`src/rtl/core/dlft_pkg.sv`:
```
`timescale 1ns / 1ps
// ----------------------------------------------------------------------------
// Dual LED flash/torch controller package
// Request and response types, action and status codes, current tables.
// ----------------------------------------------------------------------------
package dlft_pkg;

  localparam int CHANNELS      = 2;
  localparam int LEVEL_COUNT   = 28;
  localparam int TORCH_LEVELS  = 7;

  localparam logic [10:0] HW_TIMEOUT_MS  = 11'd400;
  localparam logic [15:0] TIMEOUT_RESET  = 16'd100;
  localparam logic [15:0] TIMEOUT_MAX    = 16'hFFFF;

  // Enable register bits
  localparam logic [7:0] EN_TORCH_MODE = 8'h08;
  localparam logic [7:0] EN_FLASH_MODE = 8'h0C;
  localparam logic [7:0] EN_LED1       = 8'h01;
  localparam logic [7:0] EN_LED2       = 8'h02;

  typedef enum logic [3:0] {
    ACT_SET_TIMEOUT = 4'd0,
    ACT_SET_LEVEL   = 4'd1,
    ACT_ON          = 4'd2,
    ACT_OFF         = 4'd3,
    ACT_LEVEL_COUNT = 4'd4,
    ACT_MAX_TORCH   = 4'd5,
    ACT_CURRENT     = 4'd6,
    ACT_HW_TIMEOUT  = 4'd7,
    ACT_TICK        = 4'd8
  } action_e_t;

  typedef enum logic [1:0] {
    STATUS_OK         = 2'd0,
    STATUS_BAD_CHAN   = 2'd1,
    STATUS_BAD_ACTION = 2'd2
  } status_e_t;

  typedef struct packed {
    logic [3:0]         action;
    logic [1:0]         channel;
    logic signed [31:0] value;
  } cmd_t;

  typedef struct packed {
    logic [1:0]  status;
    logic [10:0] reply;
    logic [7:0]  enable_bits;
    logic [7:0]  torch_code;
    logic [7:0]  flash_code;
  } rsp_t;

  function automatic logic [7:0] torch_code_f(input logic [4:0] lvl);
    logic [7:0] code;
    unique case (lvl)
      5'd0:    code = 8'h0C;
      5'd1:    code = 8'h17;
      5'd2:    code = 8'h23;
      5'd3:    code = 8'h31;
      5'd4:    code = 8'h3B;
      5'd5:    code = 8'h47;
      5'd6:    code = 8'h53;
      default: code = 8'h00;
    endcase
    return code;
  endfunction

  function automatic logic [7:0] flash_code_f(input logic [4:0] lvl);
    logic [7:0] code;
    unique case (lvl)
      5'd0:    code = 8'h03;
      5'd1:    code = 8'h05;
      5'd2:    code = 8'h08;
      5'd3:    code = 8'h0C;
      5'd4:    code = 8'h0E;
      5'd5:    code = 8'h12;
      5'd6:    code = 8'h14;
      5'd7:    code = 8'h19;
      5'd8:    code = 8'h1F;
      5'd9:    code = 8'h26;
      5'd10:   code = 8'h2C;
      5'd11:   code = 8'h32;
      5'd12:   code = 8'h38;
      5'd13:   code = 8'h40;
      5'd14:   code = 8'h46;
      5'd15:   code = 8'h4C;
      5'd16:   code = 8'h53;
      5'd17:   code = 8'h59;
      5'd18:   code = 8'h5F;
      5'd19:   code = 8'h65;
      5'd20:   code = 8'h6D;
      5'd21:   code = 8'h73;
      5'd22:   code = 8'h79;
      5'd23:   code = 8'h7F;
      5'd24:   code = 8'h86;
      5'd25:   code = 8'h8C;
      5'd26:   code = 8'h92;
      default: code = 8'h99;
    endcase
    return code;
  endfunction

  function automatic logic [10:0] milliamps_f(input logic [4:0] lvl);
    logic [10:0] ma;
    unique case (lvl)
      5'd0:    ma = 11'd24;
      5'd1:    ma = 11'd46;
      5'd2:    ma = 11'd70;
      5'd3:    ma = 11'd93;
      5'd4:    ma = 11'd116;
      5'd5:    ma = 11'd141;
      5'd6:    ma = 11'd164;
      5'd7:    ma = 11'd199;
      5'd8:    ma = 11'd246;
      5'd9:    ma = 11'd304;
      5'd10:   ma = 11'd351;
      5'd11:   ma = 11'd398;
      5'd12:   ma = 11'd445;
      5'd13:   ma = 11'd504;
      5'd14:   ma = 11'd551;
      5'd15:   ma = 11'd598;
      5'd16:   ma = 11'd656;
      5'd17:   ma = 11'd703;
      5'd18:   ma = 11'd750;
      5'd19:   ma = 11'd797;
      5'd20:   ma = 11'd856;
      5'd21:   ma = 11'd903;
      5'd22:   ma = 11'd949;
      5'd23:   ma = 11'd996;
      5'd24:   ma = 11'd1055;
      5'd25:   ma = 11'd1100;
      5'd26:   ma = 11'd1147;
      default: ma = 11'd1202;
    endcase
    return ma;
  endfunction

endpackage

```
`src/rtl/core/dlft_cmd_reg.sv`:
```
`timescale 1ns / 1ps
// ----------------------------------------------------------------------------
// Request input register
// Captures one request from the input channel and holds it until consumed.
// ----------------------------------------------------------------------------
module dlft_cmd_reg
  import dlft_pkg::*;
(
  input  logic clk,
  input  logic rst_n,
  input  logic in_valid,
  output logic in_stall,
  input  cmd_t in_data,
  input  logic take,
  output logic cmd_valid,
  output cmd_t cmd
);

  logic valid_r;
  logic valid_nxt;
  cmd_t cmd_r;
  logic load;

  // Accept a new request when empty or when the held one leaves this cycle.
  assign in_stall  = valid_r && !take;
  assign load      = in_valid && !in_stall;
  assign valid_nxt = load || (valid_r && !take);

  always_ff @(posedge clk) begin
    if (!rst_n) begin
      valid_r <= 1'b0;
    end else begin
      valid_r <= valid_nxt;
    end
  end

  always_ff @(posedge clk) begin
    if (load) begin
      cmd_r <= in_data;
    end
  end

  assign cmd_valid = valid_r;
  assign cmd       = cmd_r;

endmodule

```
`src/rtl/core/dlft_core.sv`:
```
`timescale 1ns / 1ps
// ----------------------------------------------------------------------------
// Flash/torch control core
// Channel state, request decode and response build for one request a cycle while fire is high.
// ----------------------------------------------------------------------------
module dlft_core
  import dlft_pkg::*;
(
  input  logic clk,
  input  logic rst_n,
  input  logic fire,
  input  cmd_t cmd,
  output rsp_t rsp
);

  logic [7:0]  enable_r;
  logic [7:0]  enable_nxt;
  logic [4:0]  level_r     [CHANNELS];
  logic [4:0]  level_nxt   [CHANNELS];
  logic [15:0] timeout_r   [CHANNELS];
  logic [15:0] timeout_nxt [CHANNELS];
  logic [15:0] count_r     [CHANNELS];
  logic [15:0] count_nxt   [CHANNELS];
  logic        running_r   [CHANNELS];
  logic        running_nxt [CHANNELS];

  function automatic logic [7:0] led_bit_f(input logic ch);
    return ch ? EN_LED2 : EN_LED1;
  endfunction

  function automatic logic [7:0] led_off_f(input logic [7:0] img, input logic ch);
    logic [7:0] other;
    other = led_bit_f(!ch);
    if ((img & other) != 8'h00) begin
      return img & ~led_bit_f(ch);
    end
    return img & ~(EN_FLASH_MODE | led_bit_f(ch));
  endfunction

  function automatic logic [4:0] clamp_level_f(input logic [31:0] raw);
    if (raw[31]) begin
      return 5'd0;
    end
    if (raw >= 32'(LEVEL_COUNT)) begin
      return 5'(LEVEL_COUNT - 1);
    end
    return raw[4:0];
  endfunction

  always_comb begin
    logic        chan_ok;
    logic        ch;
    logic [31:0] val;
    logic [15:0] dec;
    logic [1:0]  status;
    logic [10:0] reply;
    logic [4:0]  lvl_out;

    chan_ok = cmd.channel < 2'(CHANNELS);
    ch      = cmd.channel[0];
    val     = $unsigned(cmd.value);
    status  = STATUS_OK;
    reply   = 11'd0;
    dec     = 16'd0;

    enable_nxt  = enable_r;
    level_nxt   = level_r;
    timeout_nxt = timeout_r;
    count_nxt   = count_r;
    running_nxt = running_r;

    if (cmd.action == ACT_TICK) begin
      // Channel 0 first: its turn-off affects how channel 1 clears mode bits.
      for (int i = 0; i < CHANNELS; i++) begin
        if (running_r[i]) begin
          dec          = count_r[i] - 16'd1;
          count_nxt[i] = dec;
          if (dec == 16'd0) begin
            running_nxt[i] = 1'b0;
            enable_nxt     = led_off_f(enable_nxt, 1'(i));
          end
        end
      end
    end else if (!chan_ok) begin
      status = STATUS_BAD_CHAN;
    end else begin
      unique case (action_e_t'(cmd.action))
        ACT_SET_TIMEOUT: begin
          if (val[31] || (val[30:16] != 15'd0)) begin
            timeout_nxt[ch] = TIMEOUT_MAX;
          end else begin
            timeout_nxt[ch] = val[15:0];
          end
        end
        ACT_SET_LEVEL: level_nxt[ch] = clamp_level_f(val);
        ACT_ON: begin
          if (timeout_r[ch] != 16'd0) begin
            count_nxt[ch]   = timeout_r[ch];
            running_nxt[ch] = 1'b1;
          end
          if (level_r[ch] < 5'(TORCH_LEVELS)) begin
            enable_nxt = enable_r | EN_TORCH_MODE | led_bit_f(ch);
          end else begin
            enable_nxt = enable_r | EN_FLASH_MODE | led_bit_f(ch);
          end
        end
        ACT_OFF: begin
          enable_nxt      = led_off_f(enable_r, ch);
          running_nxt[ch] = 1'b0;
          count_nxt[ch]   = 16'd0;
        end
        ACT_LEVEL_COUNT: reply = 11'(LEVEL_COUNT);
        ACT_MAX_TORCH:   reply = 11'(TORCH_LEVELS - 1);
        ACT_CURRENT:     reply = milliamps_f(clamp_level_f(val));
        ACT_HW_TIMEOUT:  reply = HW_TIMEOUT_MS;
        default:         status = STATUS_BAD_ACTION;
      endcase
    end

    lvl_out         = level_nxt[ch];
    rsp.status      = status;
    rsp.reply       = reply;
    rsp.enable_bits = enable_nxt;
    rsp.torch_code  = chan_ok ? torch_code_f(lvl_out) : 8'h00;
    rsp.flash_code  = chan_ok ? flash_code_f(lvl_out) : 8'h00;
  end

  always_ff @(posedge clk) begin
    if (!rst_n) begin
      enable_r <= 8'h00;
      for (int i = 0; i < CHANNELS; i++) begin
        level_r[i]   <= 5'd0;
        timeout_r[i] <= TIMEOUT_RESET;
        count_r[i]   <= 16'd0;
        running_r[i] <= 1'b0;
      end
    end else if (fire) begin
      enable_r  <= enable_nxt;
      level_r   <= level_nxt;
      timeout_r <= timeout_nxt;
      count_r   <= count_nxt;
      running_r <= running_nxt;
    end
  end

endmodule

```
`src/rtl/core/dlft_out_reg.sv`:
```
`timescale 1ns / 1ps
// ----------------------------------------------------------------------------
// Response output register
// Holds one response until the output channel takes it.
// ----------------------------------------------------------------------------
module dlft_out_reg
  import dlft_pkg::*;
(
  input  logic clk,
  input  logic rst_n,
  input  logic cmd_valid,
  input  rsp_t rsp,
  output logic take,
  output logic fire,
  output logic out_valid,
  input  logic out_stall,
  output rsp_t out_data
);

  logic valid_r;
  logic valid_nxt;
  rsp_t rsp_r;

  // Free when empty or when the held response leaves this cycle.
  assign take      = !valid_r || !out_stall;
  assign fire      = cmd_valid && take;
  assign valid_nxt = fire || (valid_r && out_stall);

  always_ff @(posedge clk) begin
    if (!rst_n) begin
      valid_r <= 1'b0;
    end else begin
      valid_r <= valid_nxt;
    end
  end

  always_ff @(posedge clk) begin
    if (fire) begin
      rsp_r <= rsp;
    end
  end

  assign out_valid = valid_r;
  assign out_data  = rsp_r;

endmodule

```
`src/rtl/core/dual_led_flash_torch_controller.sv`:
```
`timescale 1ns / 1ps
// ----------------------------------------------------------------------------
// Dual LED flash/torch controller
// Two-channel enable image, level tables and millisecond countdowns.
// ----------------------------------------------------------------------------
// Each request (action, channel, value) yields exactly one response. The
// request is held in the input register after it is accepted and moves
// through the decode logic into the output register when that register is
// free; out_valid then rises and the response leaves while out_stall is low.
// A request can be accepted every cycle; the channel state is updated as a
// request moves into the output register, so the next request already sees
// it. Throughput drops only while the output side holds out_stall. Tick
// requests advance both countdowns.
module dual_led_flash_torch_controller
  import dlft_pkg::*;
(
  input  logic clk,
  input  logic rst_n,
  input  logic in_valid,
  output logic in_stall,
  input  cmd_t in_data,
  output logic out_valid,
  input  logic out_stall,
  output rsp_t out_data
);

  logic take;
  logic fire;
  logic cmd_valid;
  cmd_t cmd;
  rsp_t rsp;

  dlft_cmd_reg u_cmd_reg (
    .clk       (clk),
    .rst_n     (rst_n),
    .in_valid  (in_valid),
    .in_stall  (in_stall),
    .in_data   (in_data),
    .take      (take),
    .cmd_valid (cmd_valid),
    .cmd       (cmd)
  );

  dlft_core u_core (
    .clk   (clk),
    .rst_n (rst_n),
    .fire  (fire),
    .cmd   (cmd),
    .rsp   (rsp)
  );

  dlft_out_reg u_out_reg (
    .clk       (clk),
    .rst_n     (rst_n),
    .cmd_valid (cmd_valid),
    .rsp       (rsp),
    .take      (take),
    .fire      (fire),
    .out_valid (out_valid),
    .out_stall (out_stall),
    .out_data  (out_data)
  );

endmodule

```
`config.mk`:
```
export PLATFORM = sky130hd
export DESIGN_NAME = dual_led_flash_torch_controller
export DESIGN_NICKNAME = d
export VERILOG_FILES = /design/src/rtl/core/dlft_pkg.sv /design/src/rtl/core/dlft_cmd_reg.sv /design/src/rtl/core/dlft_core.sv /design/src/rtl/core/dlft_out_reg.sv /design/src/rtl/core/dual_led_flash_torch_controller.sv
export SDC_FILE = /design/constraint.sdc
export NUM_CORES = 1
export LEC_CHECK = 0
export BUFFER_PORTS_ARGS = -buffer_cell sky130_fd_sc_hd__buf_2
export CORE_MARGIN = 2
export CORE_UTILIZATION = 45
export CTS_CLUSTER_SIZE = 40
export DETAILED_ROUTE_END_ITERATION = 10
export GPL_TIMING_DRIVEN = 0
export HOLD_SLACK_MARGIN = 0.06
export SLEW_MARGIN = 20
export SYNTH_ARGS = -nofsm -noshare
export SYNTH_HDL_FRONTEND = slang
export SYNTH_HIERARCHICAL = 1
export SYNTH_SLANG_ARGS = --single-unit
```
`constraint.sdc`:
```
create_clock -name clk -period 4.09 [get_ports clk]
set_input_delay 1.227 -clock clk [delete_from_list [all_inputs] [get_ports clk]]
set_output_delay 1.227 -clock clk [all_outputs]
set_load 0.1 [all_outputs]
```
Word-level counts from Yosys, hierarchy flattened
Memory sizes are Yosys's and may differ from the RTL's. A register that Yosys moved wholly into a read port is not among the register bits.
Cells that the tools add are included.
{"block": "totals", "inputBits": 42, "out_inout_bits": 39, "ff_bits": 153, "rom_bits": 608, "wordCells": 187, "mem_count": 2}
{"name": "(name not given)", "words": 32, "word_bits": 11, "read_ports": 1, "rd_ports_with_merged_regs": 0, "write_ports": 0, "line_no": "dlft_pkg.sv:106", "source": "unique case (lvl)"}
{"name": "(name not given)", "words": 32, "word_bits": 8, "read_ports": 1, "rd_ports_with_merged_regs": 1, "write_ports": 0, "line_no": "dlft_pkg.sv:71", "source": "unique case (lvl)"}
{"block": "op_classes", "n_addsub": 2, "order_cmp": 5, "mux": 97, "reduce_logical": 29, "n_bitwise": 16, "eq_ne": 17}
{"operator": "32-bit 2-to-1 mux", "n": 4}
{"operator": "8-bit 2-to-1 mux", "n": 14}
{"operator": "16-bit 2-to-1 mux", "n": 6}
{"operator": "5-bit 2-to-1 mux", "n": 19}
{"operator": "32-bit bitwise mux", "n": 2}
{"operator": "32-bit one-hot mux with 2 select lines", "n": 1}
{"operator": "7-bit one-hot mux with 7 select lines", "n": 1}
{"operator": "11-bit one-hot mux with 4 select lines", "n": 1}
{"operator": "1-bit 2-to-1 mux", "n": 34}
{"operator": "32-bit AND", "n": 1}
{"operator": "32-bit by 5-bit >= comparator with 1-bit output (second input constant)", "n": 1}
{"operator": "16-bit logical NOT", "n": 2}
{"operator": "32-bit inverter", "n": 1}
{"operator": "32-bit bitwise OR", "n": 1}
{"operator": "16-bit by 1-bit subtractor with 16-bit output (second input constant)", "n": 2}
{"operator": "10-bit 2-to-1 mux", "n": 3}
{"operator": "8-bit AND", "n": 3}
{"operator": "16-bit demux with 1-bit select", "n": 1}
{"operator": "4-bit by 3-bit equality test with 1-bit output (second input constant)", "n": 4}
{"operator": "8-bit inverter", "n": 2}
{"operator": "8-bit bitwise OR", "n": 2}
{"operator": "8-bit one-hot mux with 2 select lines", "n": 1}
{"operator": "16-bit nonzero test", "n": 1}
{"operator": "5-bit by 3-bit equality test with 1-bit output (second input constant)", "n": 3}
{"operator": "other kinds (34)", "n": 56}

Longest topological paths before layout
{"block": "logic_depth", "ltp_word": 22, "ltp_mapped": 13, "depth_no_buf": 10}

Hierarchy
Netlist, hierarchy kept.
{"mod": "dlft_core", "seq_area_each_um2": 1601.5, "cells_each": 832, "instances": 1, "area_each_um2": 6022.0}
{"mod": "dlft_cmd_reg", "seq_area_each_um2": 1161.1, "cells_each": 42, "instances": 1, "area_each_um2": 1188.6}
{"mod": "dlft_out_reg", "seq_area_each_um2": 1131.1, "cells_each": 42, "instances": 1, "area_each_um2": 1152.4}

Worst setup path after synthesis
Ideal clock, no wire load.
{"block": "synth_timing", "kind": "in2reg", "from": "input out_stall", "to": "register u_core/count_r[3] (netlist name)", "arrival_time_ps": 3666, "cell_stages": 8, "required_time_ps": 3958, "setup_time_ps": 132, "setup_slack_ps": 292, "path_buffers": 1, "cell_sequence": "nand2_1 and2_1 nor3b_2 nand2_1 a211o_1 clkbuf_1 a22oi_1 a21oi_1"}
{"block": "synth_between", "elab_chain_cells": 4}
{"item": "start, declared", "line_no": "dual_led_flash_torch_controller.sv:23", "source": "input logic out_stall,"}
{"item": "1-bit logical NOT", "line_no": "dlft_out_reg.sv:25", "source": "assign take = !valid_r || !out_stall;"}
{"item": "1-bit logical OR", "line_no": "dlft_out_reg.sv:25"}
{"item": "1-bit logical AND", "line_no": "dlft_out_reg.sv:26", "source": "assign fire = cmd_valid && take;"}
{"item": "via fire", "line_no": "dual_led_flash_torch_controller.sv:28", "source": "logic fire;"}
{"item": "5-bit AND reduction (no line)"}
{"item": "end signal, assigned", "line_no": "dlft_core.sv:141", "source": "count_r <= count_nxt;"}
{"item": "end, declared", "line_no": "dlft_core.sv:22", "source": "logic [15:0] count_r [CHANNELS];"}
The timed path passes the listed nets, and every way through them passes these cells.
A chain may end at the register's enable or synchronous reset.

Final worst setup path
{"block": "layout_timing", "from": "register u_cmd_reg.cmd_r, in the netlist u_cmd_reg/cmd[31]", "to": "register u_out_reg.rsp_r, in the netlist u_out_reg/out_data[29], data pin"}
{"block": "layout_between", "elab_chain_cells": 13, "elab_cells_between_ends": 18, "classes_between": "1 x order compare; 16 x mux; 1 x memory"}
{"item": "start, declared", "line_no": "dlft_cmd_reg.sv:21", "source": "cmd_t cmd_r;"}
{"item": "start signal, assigned", "line_no": "dlft_cmd_reg.sv:39", "source": "cmd_r <= in_data;"}
{"item": "32-bit by 5-bit >= comparator with 1-bit output", "line_no": "dlft_core.sv:44", "source": "if (raw >= 32'(LEVEL_COUNT)) begin"}
{"item": "1-bit 2-to-1 mux (2 in series)", "line_no": "dlft_core.sv:44"}
{"item": "1-bit 2-to-1 mux", "line_no": "dlft_core.sv:87", "source": "unique case (action_e_t'(cmd.action))"}
{"item": "1-bit 2-to-1 mux", "line_no": "dlft_core.sv:84", "source": "end else if (!chan_ok) begin"}
{"item": "1-bit 2-to-1 mux", "line_no": "dlft_core.sv:72", "source": "if (cmd.action == ACT_TICK) begin"}
{"item": "5-bit 2-to-1 mux", "line_no": "dlft_core.sv:47", "source": "return raw[4:0];"}
{"item": "5-bit 2-to-1 mux (*)", "line_no": "dlft_core.sv:44"}
{"item": "5-bit 2-to-1 mux (*)", "line_no": "dlft_core.sv:87"}
{"item": "5-bit 2-to-1 mux (*)", "line_no": "dlft_core.sv:84"}
{"item": "5-bit 2-to-1 mux (*)", "line_no": "dlft_core.sv:72"}
{"item": "memory read 32 x 11 bit (*)"}
{"item": "11-bit one-hot mux with 4 select lines (*)", "line_no": "dlft_core.sv:87"}
{"item": "end signal, assigned", "line_no": "dlft_out_reg.sv:39", "source": "rsp_r <= rsp;"}
{"item": "end, declared", "line_no": "dlft_out_reg.sv:22", "source": "rsp_t rsp_r;"}
Mark *: on every way between the ends. The rest lies on a longest branch, timed or not. The select of a mux whose other input is x is not followed.

==> run_results.csv <==
group,metric,value,unit
clocking,postCtsHoldBufs,0,
pwr,power_leakage,3.517,nW
drt,ant_nets,0,
layout,antennaDiodeCount,0,
drt,vias,7464,
synthesis,syn_avg_cell_area,9.130,µm²
sta,finalMaxSlewViolations,0,
worst_hold_path,min_from,"u_core/count_r[15]$_SDFFE_PN0P_",
drt,routed_wl,22850,µm
sta,hold_viol_final,0,
global_route,grt_overflow,0,
synthesis,yosysUniqueCellTypes,83,
synthesis,synth_most_common_cell,"nor2_1",
synthesis,synth-main-ff-cell,"dfxtp_1",
critical_path,crit_fanout,9,
global_route,grt_util_all_layers,23.43,%
pwr,irDropWorstVdd,0.0002848,V
floorplanning,die_w,140.3,µm
critical_path,path_cells,"buf_2 -> nor4_2 -> and4_1 -> buf_4 -> a31oi_1 -> inv_1 -> ha_1 -> clkbuf_1 -> nand2_1 -> o21ai_0 -> a21oi_1 -> a211oi_1",
worst_hold_path,min_to,"u_core/count_r[15]$_SDFFE_PN0P_",
place,dpl-instance-area,9114,µm²
floorplanning,pin_count,81,
global_route,grt_max_degree,34,
drt,drc,0,
layout,areaGrowthSynthToFinish,15.96,%
floorplanning,chipHeight,140.3,µm
critical_path,worstSetupPathType,"reg -> reg",
critical_path,critical_path_arrival,4.00,ns
global_route,antenna_found_initial,0,
drt,dr.pass1.iters,6,
place,io_buffer_count,80,
clocking,cts-resized-gates,0,
clocking,cts_tree,"done",
floorplanning,fp.dieArea,19690,µm²
critical_path,critical_path.max_stage_delay,0.81,ns
critical_path,critPathLaunch,"u_cmd_reg/cmd[31]$_DFFE_PP_",
floorplanning,std_cell_rows,49,
synthesis,ys_async_sr_fraction,0,%
worst_hold_path,hold_depth,2,
synthesis,synth_top_area_share,26.93,%
clocking,cts_root_buf,"clkbuf_16",
critical_path,reg2regPathDepth,12,
synthesis,synth_cells,916,
clocking,cts_made_buffers,17,
clocking,insertion_delay,0.43,ns
sta,rsz0062_at_grt,"false",
critical_path,end_kind,"register",
sta,slew_headroom,32.67,%
global_route,first_global_vias,6906,
sta,setup_viol,0,
sta,post-route-period-util,91.88,%
place,dpl.hpwl,16480,µm
synthesis,synthTopCellsByCount,"127 x nor2_1, 82 x dfxtp_1, 75 x edfxtp_1",
layout,layout-drive-gt1-share,15.38,%
worst_hold_path,hp-class,"reg -> reg",
synthesis,synth_area,8363,µm²
sta,tns,0,ns
layout,fillerInstances,1676,
synthesis,ys_warn_count,6,
pwr,power_density,380.2,nW/µm²
synthesis,ys_seq_area_share,46.56,%
layout,nets,1089,
drt,wl_per_cell,18.09,µm
layout,final_cell_area,9698,µm²
status,status,"finished clean",
critical_path,slowest_stage,"a31oi_1",
floorplanning,coreArea,18090,µm²
synthesis,ys_ff_latch,157,
sta,worstMarginPinSlew,1.005,ns
clocking,cts.clk_slew.worst_paths,0.07,ns
clocking,cts_sinks,157,
synthesis,synth_edf_count,75,
sta,skew,0.008838,ns
critical_path,reg2reg_setup_slack,0.33,ns
flow_run,maxCapViolCount,0,
synthesis,yosys.area.top_type,"edfxtp_1",
critical_path,worstSetupStartpointType,"register",
critical_path,reg2reg_to,"u_out_reg/out_data[29]$_DFFE_PP_",
critical_path,r2r_start,"u_cmd_reg/cmd[31]$_DFFE_PP_",
critical_path,required,4.33,ns
floorplanning,initial_core_util,46.24,%
drt,vias_per_cell,5.910,
clocking,htree_levels,4,
sta,fmax,266.1,MHz
clocking,post_cts_buffers,0,
global_route,grt_pass1_wl,36790,µm
clocking,cts_buffer_depth,2,
drt,drt_iter0_markers,712,
sta,final.min_clock_period,3.758,ns
place,routabilityCongestion,0.9192,
synthesis,synth.area.top_cells,"edfxtp_1 27%, dfxtp_1 20%, nor2_1 5.7%",
[per-layer routing]
layer  routed length, µm  share of wire [%]  up-vias  global-route usage (%)
met5                   0                  0        -                       0
met4                 416                1.8        0                   6.752
met3                1465                6.4       39                   4.308
met2               10200                 45      301                   36.40
met1               10770                 47     3508                   33.52
li1                    -                  -     3616                       -
[logic make-up (layout without fill, tap and decap cells)]
logic type	after synthesis	count (layout)	synth area share, %
adder cells (fa/ha/maj)	26	26	3.890
multiplexers	7	7	0.8528
other	1	5	0.04484
AND/OR/NAND/NOR	353	353	21.68
flip-flops	157	157	46.56
XOR/XNOR	5	5	0.5236
buffers and inverters	91	205	4.713
AO/OA/AOI/OAI	276	276	21.74
[report_power, final]
part	leakage, nW	internal, W	total [W]	switching [W]
logic	1.87	0.0000945	0.000390	0.000295
clock network	0.280	0.000909	0.00158	0.000670
registers	1.37	0.00170	0.00172	0.0000222
[area by class of cell]
type,count,area (µm²),area share [%]
Buffer,72,322.8,3.329
Clock buffer,18,429.2,4.425
Multi-Input combinational cell,672,4099,42.27
Clock inverter,14,155.1,1.600
Tap cell,229,286.5,2.954
Timing Repair Buffer,82,440.4,4.541
Sequential cell,157,3894,40.15
Inverter,19,71.32,0.7354
[worst max path at each step]
stage          slack, ns                                to  cells past startpoint
2_1_floorplan       0.29    u_core/count_r[3]$_SDFFE_PN0P_                      8
3_3_place_gp       -0.68    u_core/count_r[3]$_SDFFE_PN0P_                      9
3_5_place_dp        0.33    u_core/count_r[3]$_SDFFE_PN0P_                     10
4_1_cts             0.42  u_out_reg/out_data[31]$_DFFE_PP_                     11
5_1_grt             0.12  u_out_reg/out_data[29]$_DFFE_PP_                     12
6_report            0.33  u_out_reg/out_data[29]$_DFFE_PP_                     12
[placed cells by master, fill, tap and decap left out, types with 5 or more instances in the layout]
| cell | Yosys | final |
|---|---|---|
| buf_2 | 12 | 92 |
| nor3_1 | 30 | 30 |
| o21a_1 | 8 | 8 |
| dfxtp_1 | 82 | 82 |
| o21ai_0 | 56 | 56 |
| nor2b_1 | 8 | 7 |
| inv_1 | 17 | 17 |
| or4_1 | 5 | 5 |
| and2_1 | 8 | 7 |
| inv_6 | 0 | 6 |
| a21o_1 | 8 | 8 |
| nand4_1 | 5 | 5 |
| a31oi_1 | 19 | 19 |
| clkbuf_16 | 0 | 17 |
| nand2_1 | 68 | 68 |
| o31ai_1 | 5 | 5 |
| a211oi_1 | 43 | 43 |
| nor2_1 | 127 | 127 |
| nand3_1 | 23 | 23 |
| mux2i_1 | 6 | 6 |
| o211ai_1 | 11 | 11 |
| conb_1 | 1 | 5 |
| nand2b_1 | 5 | 5 |
| nor4_1 | 24 | 24 |
| ha_1 | 26 | 26 |
| o21ai_1 | 6 | 6 |
| a221oi_1 | 9 | 9 |
| buf_4 | 6 | 6 |
| edfxtp_1 | 75 | 75 |
| a21oi_1 | 67 | 67 |
| or3_1 | 6 | 6 |
| clkbuf_1 | 50 | 51 |
| nor3b_1 | 7 | 7 |
[metrics by stage]
stage	util [%]	std cells	setup WS, ns	power (W)	hold WS (ns)
3_3_place_gp	50.12	1229	-0.6762	0.002135	0.4902
2_1_floorplan	-	920	0.2919	0.002038	0.4561
5_1_grt	53.62	1263	0.1171	0.003814	0.5475
3_5_place_dp	50.39	1231	0.3315	0.002139	0.5000
4_1_cts	53.62	1263	0.4231	0.003714	0.5088
6_report	53.62	1263	0.3319	0.003687	0.5055
[critical path, delay by kind of cell (launching register included)]
family,cells,cell delay [ns]
fa+ha+maj,1,0.39
buf+inv,4,1.12
flops,1,0.32
compound gates,4,1.33
simple gates,3,0.40
[sequential cells by signal, indices dropped and copies added (netlist names), named ones only]
register	count
u_cmd_reg/cmd	38
u_cmd_reg/cmd_valid	1
u_core/count_r	32
u_core/enable_r	4
u_core/level_r	10
u_core/timeout_r	32
u_out_reg/out_data	37
u_out_reg/out_valid	1
Power figures use the tool's default switching activity.
